$ cat src/rtl/dbl_pkg.sv
// Shared types, codes and arithmetic helpers for the dimmer button and link controller.
// Used by every module in rtl; depends on nothing else.
`timescale 1ns / 1ps
package dbl_pkg;

  // Input item codes.
  localparam logic [1:0] ACT_TICK      = 2'd0;
  localparam logic [1:0] ACT_LINK_BYTE = 2'd1;
  localparam logic [1:0] ACT_SET_POWER = 2'd2;
  localparam logic [1:0] ACT_SET_LEVEL = 2'd3;

  // Configuration register indexes (byte address divided by four).
  localparam logic [1:0] REG_DEBOUNCE     = 2'd0;
  localparam logic [1:0] REG_REPEAT_DELAY = 2'd1;
  localparam logic [1:0] REG_BLINK_RATE   = 2'd2;

  localparam logic [5:0] DEBOUNCE_RESET     = 6'd30;
  localparam logic [9:0] REPEAT_DELAY_RESET = 10'd300;
  localparam logic [7:0] BLINK_RATE_RESET   = 8'd0;

  localparam logic [7:0] RPT_COUNT_RESET = 8'd60;
  localparam logic [7:0] LONG_PRESS_MAX  = 8'd50;

  localparam logic [7:0] FRAME_START = 8'h24;
  localparam logic [7:0] FRAME_END   = 8'h23;

  // One item's worth of results, held until the last one has been transferred.
  typedef struct packed {
    logic       two_tx;
    logic [7:0] tx0;
    logic [7:0] tx1;
    logic       power;
    logic [7:0] level;
    logic       led;
    logic       toggled;
    logic       long_press;
  } res_t;

  // Received byte scaled by 200/150, i.e. floor(4c/3), clamped to 1..255.
  // The division by three is a multiplication by 683/2048, exact below 1024.
  function automatic logic [7:0] scale_level(input logic [7:0] c);
    logic [19:0] prod;
    logic [8:0]  q;
    prod = 20'({c, 2'b00}) * 20'd683;
    q    = prod[19:11];
    if (q == 9'd0) begin
      return 8'd1;
    end else if (q > 9'd255) begin
      return 8'd255;
    end else begin
      return q[7:0];
    end
  endfunction

  // Bar byte: (level + 30) / 30 with the power flag in bit 6.
  // The division by thirty is a multiplication by 2185/65536, exact below 286.
  function automatic logic [7:0] bar_byte(input logic [7:0] lvl, input logic pwr);
    logic [8:0]  y;
    logic [20:0] prod;
    y    = 9'(lvl) + 9'd30;
    prod = 21'(y) * 21'd2185;
    return {1'b0, pwr, 2'b00, prod[19:16]};
  endfunction

  // Level byte: 0x80 | level >> 1, with 0x81 standing in for 0x80.
  function automatic logic [7:0] level_byte(input logic [7:0] lvl);
    if (lvl[7:1] == 7'd0) begin
      return 8'h81;
    end else begin
      return {1'b1, lvl[7:1]};
    end
  endfunction

endpackage

$ cat src/rtl/dbl_button.sv
// Button debounce and auto-repeat tracker; state advances on accepted ticks.
// Depends on dbl_pkg.
`timescale 1ns / 1ps
module dbl_button (
  input  logic       clk_i,
  input  logic       rst_ni,
  input  logic       en_i,
  input  logic       sample_i,
  input  logic [5:0] debounce_ms_i,
  input  logic [9:0] repeat_delay_ms_i,
  output logic       toggled_o,
  output logic       long_press_o
);
  import dbl_pkg::*;

  logic        prev_q, prev_d;
  logic        stable_q, stable_d;
  logic [5:0]  sage_q, sage_d;
  logic [10:0] rage_q, rage_d;
  logic [7:0]  rcnt_q, rcnt_d;
  logic        rpt_q, rpt_d;
  logic [10:0] limit;

  always_comb begin
    prev_d       = sample_i;
    stable_d     = stable_q;
    rcnt_d       = rcnt_q;
    rpt_d        = rpt_q;
    toggled_o    = 1'b0;
    long_press_o = 1'b0;
    limit        = rpt_q ? {1'b0, repeat_delay_ms_i} : {repeat_delay_ms_i, 1'b0};

    if (sample_i != prev_q) begin
      sage_d = 6'd0;
    end else if (sage_q != 6'd63) begin
      sage_d = sage_q + 6'd1;
    end else begin
      sage_d = sage_q;
    end
    rage_d = (rage_q != 11'd2047) ? rage_q + 11'd1 : rage_q;

    if (sage_d > debounce_ms_i) begin
      if (sample_i != stable_q) begin
        stable_d = sample_i;
        if (!sample_i) begin
          rage_d = 11'd0;
          rcnt_d = 8'd0;
        end else if (rcnt_q != 8'd0) begin
          long_press_o = (rcnt_q <= LONG_PRESS_MAX) && (rcnt_q > 8'd1);
        end else begin
          toggled_o = 1'b1;
          rpt_d     = 1'b0;
        end
      end else if (!stable_q && (rage_d > limit)) begin
        rage_d = 11'd0;
        if (rcnt_q != 8'd255) begin
          rcnt_d = rcnt_q + 8'd1;
        end
        rpt_d = 1'b1;
      end
    end
  end

  always_ff @(posedge clk_i or negedge rst_ni) begin
    if (!rst_ni) begin
      prev_q   <= 1'b0;
      stable_q <= 1'b0;
      sage_q   <= 6'd63;
      rage_q   <= 11'd0;
      rcnt_q   <= RPT_COUNT_RESET;
      rpt_q    <= 1'b0;
    end else if (en_i) begin
      prev_q   <= prev_d;
      stable_q <= stable_d;
      sage_q   <= sage_d;
      rage_q   <= rage_d;
      rcnt_q   <= rcnt_d;
      rpt_q    <= rpt_d;
    end
  end

endmodule

$ cat src/rtl/dbl_link.sv
// Link frame parser: start byte, level byte, end byte.
// Depends on dbl_pkg for the frame bytes and the level scaling.
`timescale 1ns / 1ps
module dbl_link (
  input  logic       clk_i,
  input  logic       rst_ni,
  input  logic       en_i,
  input  logic [7:0] rx_byte_i,
  output logic       level_wr_o,
  output logic [7:0] level_o
);
  import dbl_pkg::*;

  localparam logic [1:0] PS_START = 2'd0;
  localparam logic [1:0] PS_LEVEL = 2'd1;
  localparam logic [1:0] PS_END   = 2'd2;

  logic [1:0] ps_q, ps_d;

  assign level_o = scale_level(rx_byte_i);

  always_comb begin
    level_wr_o = 1'b0;
    case (ps_q)
      PS_LEVEL: begin
        level_wr_o = 1'b1;
        ps_d       = PS_END;
      end
      PS_END: begin
        ps_d = (rx_byte_i == FRAME_END) ? PS_START : PS_END;
      end
      default: begin
        ps_d = (rx_byte_i == FRAME_START) ? PS_LEVEL : PS_START;
      end
    endcase
  end

  always_ff @(posedge clk_i or negedge rst_ni) begin
    if (!rst_ni) begin
      ps_q <= PS_START;
    end else if (en_i) begin
      ps_q <= ps_d;
    end
  end

endmodule

$ cat src/rtl/dbl_out.sv
// Result buffer: holds one item's results and hands them out one transfer at a time.
// Depends on dbl_pkg for the result bundle type.
`timescale 1ns / 1ps
module dbl_out (
  input  logic                clk_i,
  input  logic                rst_ni,
  input  logic                load_i,
  input  dbl_pkg::res_t       res_i,
  output logic                free_o,
  output logic                out_valid_o,
  input  logic                out_ready_i,
  output logic                kind_o,
  output logic [7:0]          tx_byte_o,
  output logic                last_o,
  output logic                power_state_o,
  output logic [7:0]          light_level_o,
  output logic                led_on_o,
  output logic                toggled_o,
  output logic                long_press_o
);
  import dbl_pkg::*;

  logic       valid_q;
  logic [1:0] idx_q;
  res_t       res_q;

  // Index 0 and 1 are the two link bytes, index 2 the closing status result.
  assign out_valid_o   = valid_q;
  assign kind_o        = (idx_q != 2'd2);
  assign last_o        = (idx_q == 2'd2);
  assign tx_byte_o     = (idx_q == 2'd0) ? res_q.tx0 :
                         (idx_q == 2'd1) ? res_q.tx1 : 8'd0;
  assign power_state_o = res_q.power;
  assign light_level_o = res_q.level;
  assign led_on_o      = res_q.led;
  assign toggled_o     = res_q.toggled;
  assign long_press_o  = res_q.long_press;
  assign free_o        = !valid_q || (out_ready_i && last_o);

  always_ff @(posedge clk_i or negedge rst_ni) begin
    if (!rst_ni) begin
      valid_q <= 1'b0;
      idx_q   <= 2'd2;
    end else if (load_i) begin
      valid_q <= 1'b1;
      idx_q   <= res_i.two_tx ? 2'd0 : 2'd2;
    end else if (valid_q && out_ready_i) begin
      if (last_o) begin
        valid_q <= 1'b0;
      end else begin
        idx_q <= idx_q + 2'd1;
      end
    end
  end

  always_ff @(posedge clk_i) begin
    if (load_i) begin
      res_q <= res_i;
    end
  end

endmodule

$ cat src/rtl/dimmer_button_and_link_controller_core.sv
// Top level of the dimmer button and link controller.
// Depends on dbl_pkg, dbl_button, dbl_link and dbl_out.
`timescale 1ns / 1ps
// An item transferred on the input channel is held in an input register and is
// processed from there in a single pass: the button debounce and repeat
// logic, the link frame parser, the pending-value update, the apply check and the
// blink timer all settle combinationally and land together in a result buffer.
// Each item gives one status result, preceded by two link bytes (bar byte, then
// level byte) whenever the pending power or level differed from the applied one.
// Every result is one output transfer, so an item occupies the output for one or
// three transfers; the output port sets the sustained rate: one item per cycle
// without link bytes while the receiver stays ready; with link bytes, the next item
// is loaded only as the last result of the one before is taken. An item passes
// through the input register and then the result buffer before its first result
// is offered. The input register takes the next item while results are still
// waiting, so the input is held off only once both the input register and the
// result buffer are occupied. Configuration is an APB-style port with the debounce
// time at byte 0, the repeat delay at byte 4 and the blink rate at byte 8; pready
// is always high and writes should be made only while the block is idle.
module dimmer_button_and_link_controller_core (
  input  logic        clk_i,
  input  logic        rst_ni,
  // Configuration port.
  input  logic        psel,
  input  logic        penable,
  input  logic        pwrite,
  input  logic [3:0]  paddr,
  input  logic [31:0] pwdata,
  output logic [31:0] prdata,
  output logic        pready,
  // Input channel.
  input  logic        in_valid_i,
  output logic        in_ready_o,
  input  logic [1:0]  action_i,
  input  logic        button_level_i,
  input  logic [7:0]  rx_byte_i,
  input  logic        power_on_i,
  input  logic [7:0]  level_i,
  // Output channel.
  output logic        out_valid_o,
  input  logic        out_ready_i,
  output logic        kind_o,
  output logic [7:0]  tx_byte_o,
  output logic        last_o,
  output logic        power_state_o,
  output logic [7:0]  light_level_o,
  output logic        led_on_o,
  output logic        toggled_o,
  output logic        long_press_o
);
  import dbl_pkg::*;

  // Configuration registers.
  logic [5:0]  debounce_q;
  logic [9:0]  repeat_delay_q;
  logic [7:0]  blink_rate_q;
  logic        cfg_wr;

  // Input register.
  logic        in_vld_q;
  logic [1:0]  act_q;
  logic        btn_q;
  logic [7:0]  rx_q;
  logic        pwr_in_q;
  logic [7:0]  lvl_in_q;

  // Controller state.
  logic        pend_pwr_q, pend_pwr_d;
  logic [7:0]  pend_lvl_q, pend_lvl_d;
  logic        app_pwr_q;
  logic [7:0]  app_lvl_q;
  logic [12:0] blink_age_q, blink_age_d;
  logic        led_q, led_d;

  logic        load;
  logic        out_free;
  logic        is_tick;
  logic        btn_toggled;
  logic        btn_long;
  logic        link_wr;
  logic [7:0]  link_lvl;
  logic        apply;
  logic [12:0] age_inc;
  res_t        res;

  // ---------------------------------------------------------------------------
  // Configuration port. A write lands on the access cycle; reads are immediate.
  // ---------------------------------------------------------------------------
  assign pready = 1'b1;
  assign cfg_wr = psel && penable && pwrite && pready;

  always_ff @(posedge clk_i or negedge rst_ni) begin
    if (!rst_ni) begin
      debounce_q     <= DEBOUNCE_RESET;
      repeat_delay_q <= REPEAT_DELAY_RESET;
      blink_rate_q   <= BLINK_RATE_RESET;
    end else if (cfg_wr) begin
      case (paddr[3:2])
        REG_DEBOUNCE:     debounce_q     <= pwdata[5:0];
        REG_REPEAT_DELAY: repeat_delay_q <= pwdata[9:0];
        REG_BLINK_RATE:   blink_rate_q   <= pwdata[7:0];
        default: ;
      endcase
    end
  end

  always_comb begin
    case (paddr[3:2])
      REG_DEBOUNCE:     prdata = {26'd0, debounce_q};
      REG_REPEAT_DELAY: prdata = {22'd0, repeat_delay_q};
      REG_BLINK_RATE:   prdata = {24'd0, blink_rate_q};
      default:          prdata = 32'd0;
    endcase
  end

  // ---------------------------------------------------------------------------
  // Input register. It refills in the same cycle that its item moves on.
  // ---------------------------------------------------------------------------
  assign load       = in_vld_q && out_free;
  assign in_ready_o = !in_vld_q || load;

  always_ff @(posedge clk_i or negedge rst_ni) begin
    if (!rst_ni) begin
      in_vld_q <= 1'b0;
    end else if (in_ready_o) begin
      in_vld_q <= in_valid_i;
    end
  end

  always_ff @(posedge clk_i) begin
    if (in_valid_i && in_ready_o) begin
      act_q    <= action_i;
      btn_q    <= button_level_i;
      rx_q     <= rx_byte_i;
      pwr_in_q <= power_on_i;
      lvl_in_q <= level_i;
    end
  end

  // ---------------------------------------------------------------------------
  // Single processing pass. Sub-blocks only commit their state on a load.
  // ---------------------------------------------------------------------------
  assign is_tick = (act_q == ACT_TICK);

  dbl_button u_button (
    .clk_i             (clk_i),
    .rst_ni            (rst_ni),
    .en_i              (load && is_tick),
    .sample_i          (btn_q),
    .debounce_ms_i     (debounce_q),
    .repeat_delay_ms_i (repeat_delay_q),
    .toggled_o         (btn_toggled),
    .long_press_o      (btn_long)
  );

  dbl_link u_link (
    .clk_i      (clk_i),
    .rst_ni     (rst_ni),
    .en_i       (load && (act_q == ACT_LINK_BYTE)),
    .rx_byte_i  (rx_q),
    .level_wr_o (link_wr),
    .level_o    (link_lvl)
  );

  // Pending values: a short press inverts the applied power, the link parser
  // and the set requests overwrite their field directly.
  always_comb begin
    pend_pwr_d = pend_pwr_q;
    pend_lvl_d = pend_lvl_q;
    case (act_q)
      ACT_TICK: begin
        if (btn_toggled) begin
          pend_pwr_d = !app_pwr_q;
        end
      end
      ACT_LINK_BYTE: begin
        if (link_wr) begin
          pend_lvl_d = link_lvl;
        end
      end
      ACT_SET_POWER: pend_pwr_d = pwr_in_q;
      default:       pend_lvl_d = lvl_in_q;
    endcase
  end

  assign apply = (pend_pwr_d != app_pwr_q) || (pend_lvl_d != app_lvl_q);

  // Blink timer: saturating age, toggles the LED once it passes 16 ticks per unit
  // of the blink rate. Only ticks move it.
  always_comb begin
    blink_age_d = blink_age_q;
    led_d       = led_q;
    age_inc     = (blink_age_q != 13'h1FFF) ? blink_age_q + 13'd1 : blink_age_q;
    if (is_tick) begin
      blink_age_d = age_inc;
      if ((blink_rate_q != 8'd0) && (age_inc > {1'b0, blink_rate_q, 4'b0000})) begin
        blink_age_d = 13'd0;
        led_d       = !led_q;
      end
    end
  end

  // The link bytes carry the newly applied values, which are the pending ones.
  always_comb begin
    res.two_tx     = apply;
    res.tx0        = bar_byte(pend_lvl_d, pend_pwr_d);
    res.tx1        = level_byte(pend_lvl_d);
    res.power      = pend_pwr_d;
    res.level      = pend_lvl_d;
    res.led        = led_d;
    res.toggled    = is_tick && btn_toggled;
    res.long_press = is_tick && btn_long;
  end

  always_ff @(posedge clk_i or negedge rst_ni) begin
    if (!rst_ni) begin
      pend_pwr_q  <= 1'b0;
      pend_lvl_q  <= 8'd0;
      app_pwr_q   <= 1'b0;
      app_lvl_q   <= 8'd0;
      blink_age_q <= 13'd0;
      led_q       <= 1'b0;
    end else if (load) begin
      pend_pwr_q  <= pend_pwr_d;
      pend_lvl_q  <= pend_lvl_d;
      app_pwr_q   <= pend_pwr_d;
      app_lvl_q   <= pend_lvl_d;
      blink_age_q <= blink_age_d;
      led_q       <= led_d;
    end
  end

  // ---------------------------------------------------------------------------
  // Result buffer and output sequencing.
  // ---------------------------------------------------------------------------
  dbl_out u_out (
    .clk_i         (clk_i),
    .rst_ni        (rst_ni),
    .load_i        (load),
    .res_i         (res),
    .free_o        (out_free),
    .out_valid_o   (out_valid_o),
    .out_ready_i   (out_ready_i),
    .kind_o        (kind_o),
    .tx_byte_o     (tx_byte_o),
    .last_o        (last_o),
    .power_state_o (power_state_o),
    .light_level_o (light_level_o),
    .led_on_o      (led_on_o),
    .toggled_o     (toggled_o),
    .long_press_o  (long_press_o)
  );

  // ---------------------------------------------------------------------------
  // Assertions.
  // ---------------------------------------------------------------------------
  // A link byte is never the final result of an item.
  assert property (@(posedge clk_i) disable iff (!rst_ni)
    out_valid_o && kind_o |-> !last_o)
    else $error("link byte marked as last result");

  // The level byte never goes out as a bare 0x80.
  assert property (@(posedge clk_i) disable iff (!rst_ni)
    out_valid_o && kind_o && tx_byte_o[7] |-> tx_byte_o != 8'h80)
    else $error("level byte 0x80 transmitted");

  // An item moved into the result buffer is offered on the next cycle.
  assert property (@(posedge clk_i) disable iff (!rst_ni)
    load |=> out_valid_o)
    else $error("loaded item not presented on the output");

  // A release cannot be both a short and a long press.
  assert property (@(posedge clk_i) disable iff (!rst_ni)
    out_valid_o |-> !(toggled_o && long_press_o))
    else $error("short and long press flagged together");

endmodule

$ cat config.mk
export PLATFORM = sky130hd
export DESIGN_NAME = dimmer_button_and_link_controller_core
export DESIGN_NICKNAME = d
export VERILOG_FILES = /design/src/rtl/dbl_pkg.sv /design/src/rtl/dbl_button.sv /design/src/rtl/dbl_link.sv /design/src/rtl/dbl_out.sv /design/src/rtl/dimmer_button_and_link_controller_core.sv
export SDC_FILE = /design/constraint.sdc
export NUM_CORES = 1
export LEC_CHECK = 0
export CORE_ASPECT_RATIO = 1.5
export CORE_MARGIN = 5
export CORE_UTILIZATION = 45
export DETAILED_ROUTE_END_ITERATION = 10
export DONT_BUFFER_PORTS = 1
export GPL_TIMING_DRIVEN = 0
export SETUP_SLACK_MARGIN = 0.15
export SLEW_MARGIN = 20
export SYNTH_ARGS = -nofsm -noshare
export SYNTH_HDL_FRONTEND = slang
export SYNTH_SLANG_ARGS = --single-unit
$ cat constraint.sdc
create_clock -name clk_i -period 19.2 [get_ports clk_i]
set_clock_uncertainty 0.05 [all_clocks]
set_input_delay 2.88 -clock clk_i [delete_from_list [all_inputs] [get_ports clk_i]]
set_output_delay 2.88 -clock clk_i [all_outputs]
set_load 0.03 [all_outputs]
==> results.toml <==
[outcome]
outcome = "completed"

[min_path]
holdPathStages = 2
hold_class = "flip-flop to flip-flop"

[global_routing]
antenna_found_initial = 4
grt_util_met2_pct = 37.8
use_met1_pct = 21.0
grt_pass1_wl_mm = 39.2
grt-busiest-layer = "met2"
grt_pass1_vias = 7687
grt_overflow = 0
met3_usage_pct = 4.08
track_usage_pct = 20.1
grt_max_degree = 82

[placement]
dpl_cell_area_um2 = 10300
pre_cts_slack_ns = 10.63
detailed_place_hpwl_mm = 19.1
routabilityCongestion = 0.942
io_buffers = 0

[timing]
period_needed_ns = 8.52
tightest_slew_ns = 1.01
setup_viol = 0
worst_slack_ns = 10.68
maxSlewHeadroom_pct = 31.9
clock.fmax_ghz = 0.117
drv_slew = 0
setup_tns_ns = 0
hold_viol_final = 0
fin_crit_sh_pct = 44.4
rsz0062_at_grt = "no"

[clocking]
cts_hold_buf = 0
post_cts_resized = 0
htreeDepth = 4
cts_setup_buffers = 0
insertion_delay_ns = 0.42
numCtsBuffers = 17
root_buffer = "clkbuf_16"
cts_tree = "done"
clock_path_buffers = 2
clk_pin_slew_ns = 0.06
clock-sinks = 124

[worst_setup_path]
worst_path_max_delay_cell = "fa_1"
worstPathRequired_ns = 19.32
arrival_ns = 8.64
crit_top_cell = "inv_1"
cp_top_family = "adder cells"
r2r_cells = 35
cpPeakStageDelay_ns = 0.53
start_kind = "flip-flop"
path_max_fanout = 9
worstSetupPathType = "flip-flop to flip-flop"
end_kind = "flip-flop"
worstSetupPathDepth = 35
crit_buf_inv = 8

[floorplan]
ios = 120
die_h_um = 191
start_util_pct = 45.6
core-area_um2 = 21600
die_area_um2 = 25100
num_rows = 66
fp.dieW_um = 131

[synth]
synth_edf_count = 43
synth_area_leader_cell = "dfrtp_1"
yosysTopAreaCellShare_pct = 15.7
ys_types = 79
synth_area_leaders = "dfrtp_1, ha_1, edfxtp_1"
yosysSeqAreaShare_pct = 33.9
netlist_instances = 1056
async_flop_share_pct = 65.3
syn-cell-area_um2 = 9870
yosys_register_bits = 124
avgSynthCellArea_um2 = 9.35
synth_ff_type = "dfrtp_1"
yosys_warnings = 0

[pwr]
ir_drop_mv = 0.0943
power_mw = 1.90
leakage_nw = 4.91
cellPowerDensity_nw_per_um2 = 174

[flow_run]
drv_cap = 0

[layout]
fin_util_pct = 50.3
drive_above_1_share_pct = 12.7
area_delta_synth_final_pct = 10.3
nets = 1294
num-fill-cells = 2045
design_area_um2 = 10900

[route]
drcViolationCount = 0
drt_iter0_drc = 490
drt-total-wl_mm = 24.1
antenna_left = 0
routed_via_density = 5.51
dr.pass1.iters = 5
vias = 7625
wl_per_cell_um = 17.4
==> cells by family after synthesis <==
kind of cell | count (synthesis) | synth area share [%]
AO/OA/AOI/OAI | 241 | 16.3
flip-flops | 124 | 33.9
multiplexers | 40 | 4.35
other | 2 | 0.0761
XOR/XNOR | 45 | 3.99
adder cells (fa/ha/maj) | 135 | 18.6
AND/OR/NAND/NOR | 326 | 15.9
buffers and inverters | 143 | 6.90
==> worst register-to-register path: cells and delay by family, from the launching register on <==
family	cells	cell delay [ns]
AOI/OAI and AO/OA	7	1.45
xor gates and xnor gates	2	0.51
adders and majority gates	10	3.59
buffers and inverters	8	0.76
DFF	1	0.51
muxes	1	0.42
and+or+nand+nor	7	1.00
==> metrics by stage <==
step | hold slack [ns] | std cells
after global placement | 0.419 | 1349
after floorplan | 0.406 | 1077
after CTS | 0.436 | 1381
after detailed placement | 0.426 | 1349
final | 0.436 | 1383
after global routing | 0.459 | 1381
==> cell type report <==
cell class / count / area [um^2] / share of cell area [%]
diodes: 2 / 5.00 / 0.0460
flip-flops and latches: 124 / 3340 / 30.7
inverters: 83 / 312 / 2.86
clock buffers: 18 / 439 / 4.03
multi-input cells: 810 / 5930 / 54.4
well taps: 272 / 340 / 3.12
clock inverters: 14 / 158 / 1.45
plain buffers: 60 / 369 / 3.39
==> placed cells by master, fill, tap and decap left out, types with 11 or more instances in the layout <==
cell type	n
o21a_1	16
clkbuf_16	17
a22o_1	12
conb_1	23
nand3_1	36
clkbuf_1	20
ha_1	115
o21ai_0	73
nor2_1	47
xnor2_1	21
mux2i_1	17
inv_1	81
mux2_2	23
buf_4	31
nor3_1	20
dfstp_2	19
edfxtp_1	43
nand2b_1	13
dfrtp_1	62
a21oi_1	48
and2_1	11
nand4_1	14
xor2_1	24
fa_1	20
nand2_1	134
==> layer usage <==
metal  vias up  wire length [um]
met5         -                38
met4         4               845
met3        48              1070
met2       169             13200
met1      3610              8940
li1       3794                 -
==> cell usage after synthesis (9+ instances only) <==
library cell and instances:
clkbuf_1 20, a22o_1 12, nand2b_1 13, nor2_1 47, o21a_1 16, nand2_1 134, o21ai_0 73, buf_4 31
a31oi_1 10, nor2b_1 9, and2_1 11, o22ai_1 9, and3_1 9, ha_1 115, xnor2_1 21, mux2_2 23
dfstp_2 19, inv_1 81, a21oi_1 48, dfrtp_1 62, nor3_1 20, fa_1 20, edfxtp_1 43, xor2_1 24
mux2i_1 17, nand4_1 14, nand3_1 36
==> state kept, by name (all words and copies together) (netlist names), 10 cells and up <==
register and count:
repeat_delay_q 10, u_out.res_q 11, u_button.rage_q 11, blink_age_q 13
==> path summary, 6_finish.rpt <==
| path | startpoint | endpoint | slack (ns) |
|---|---|---|---|
| setup / recovery | rx_q[4] | u_out.res_q[22] | 10.68 |
| hold / removal | u_button.sage_q[5] | u_button.sage_q[5] | 0.44 |
| setup reg to reg | rx_q[4] | u_out.res_q[22] | 10.68 |
| hold reg to reg | u_button.sage_q[5] | u_button.sage_q[5] | 0.44 |
| max in group asynchronous | rst_ni | repeat_delay_q[3] | 16.78 |
| min in group asynchronous | rst_ni | in_vld_q | 2.10 |
==> where the power goes <==
part	total (mW)	switching, mW	internal [mW]
combinational	1.17	0.701	0.469
clock	0.329	0.132	0.197
sequential	0.401	0.0562	0.345
Note: power is estimated with default switching activity, not from simulation.
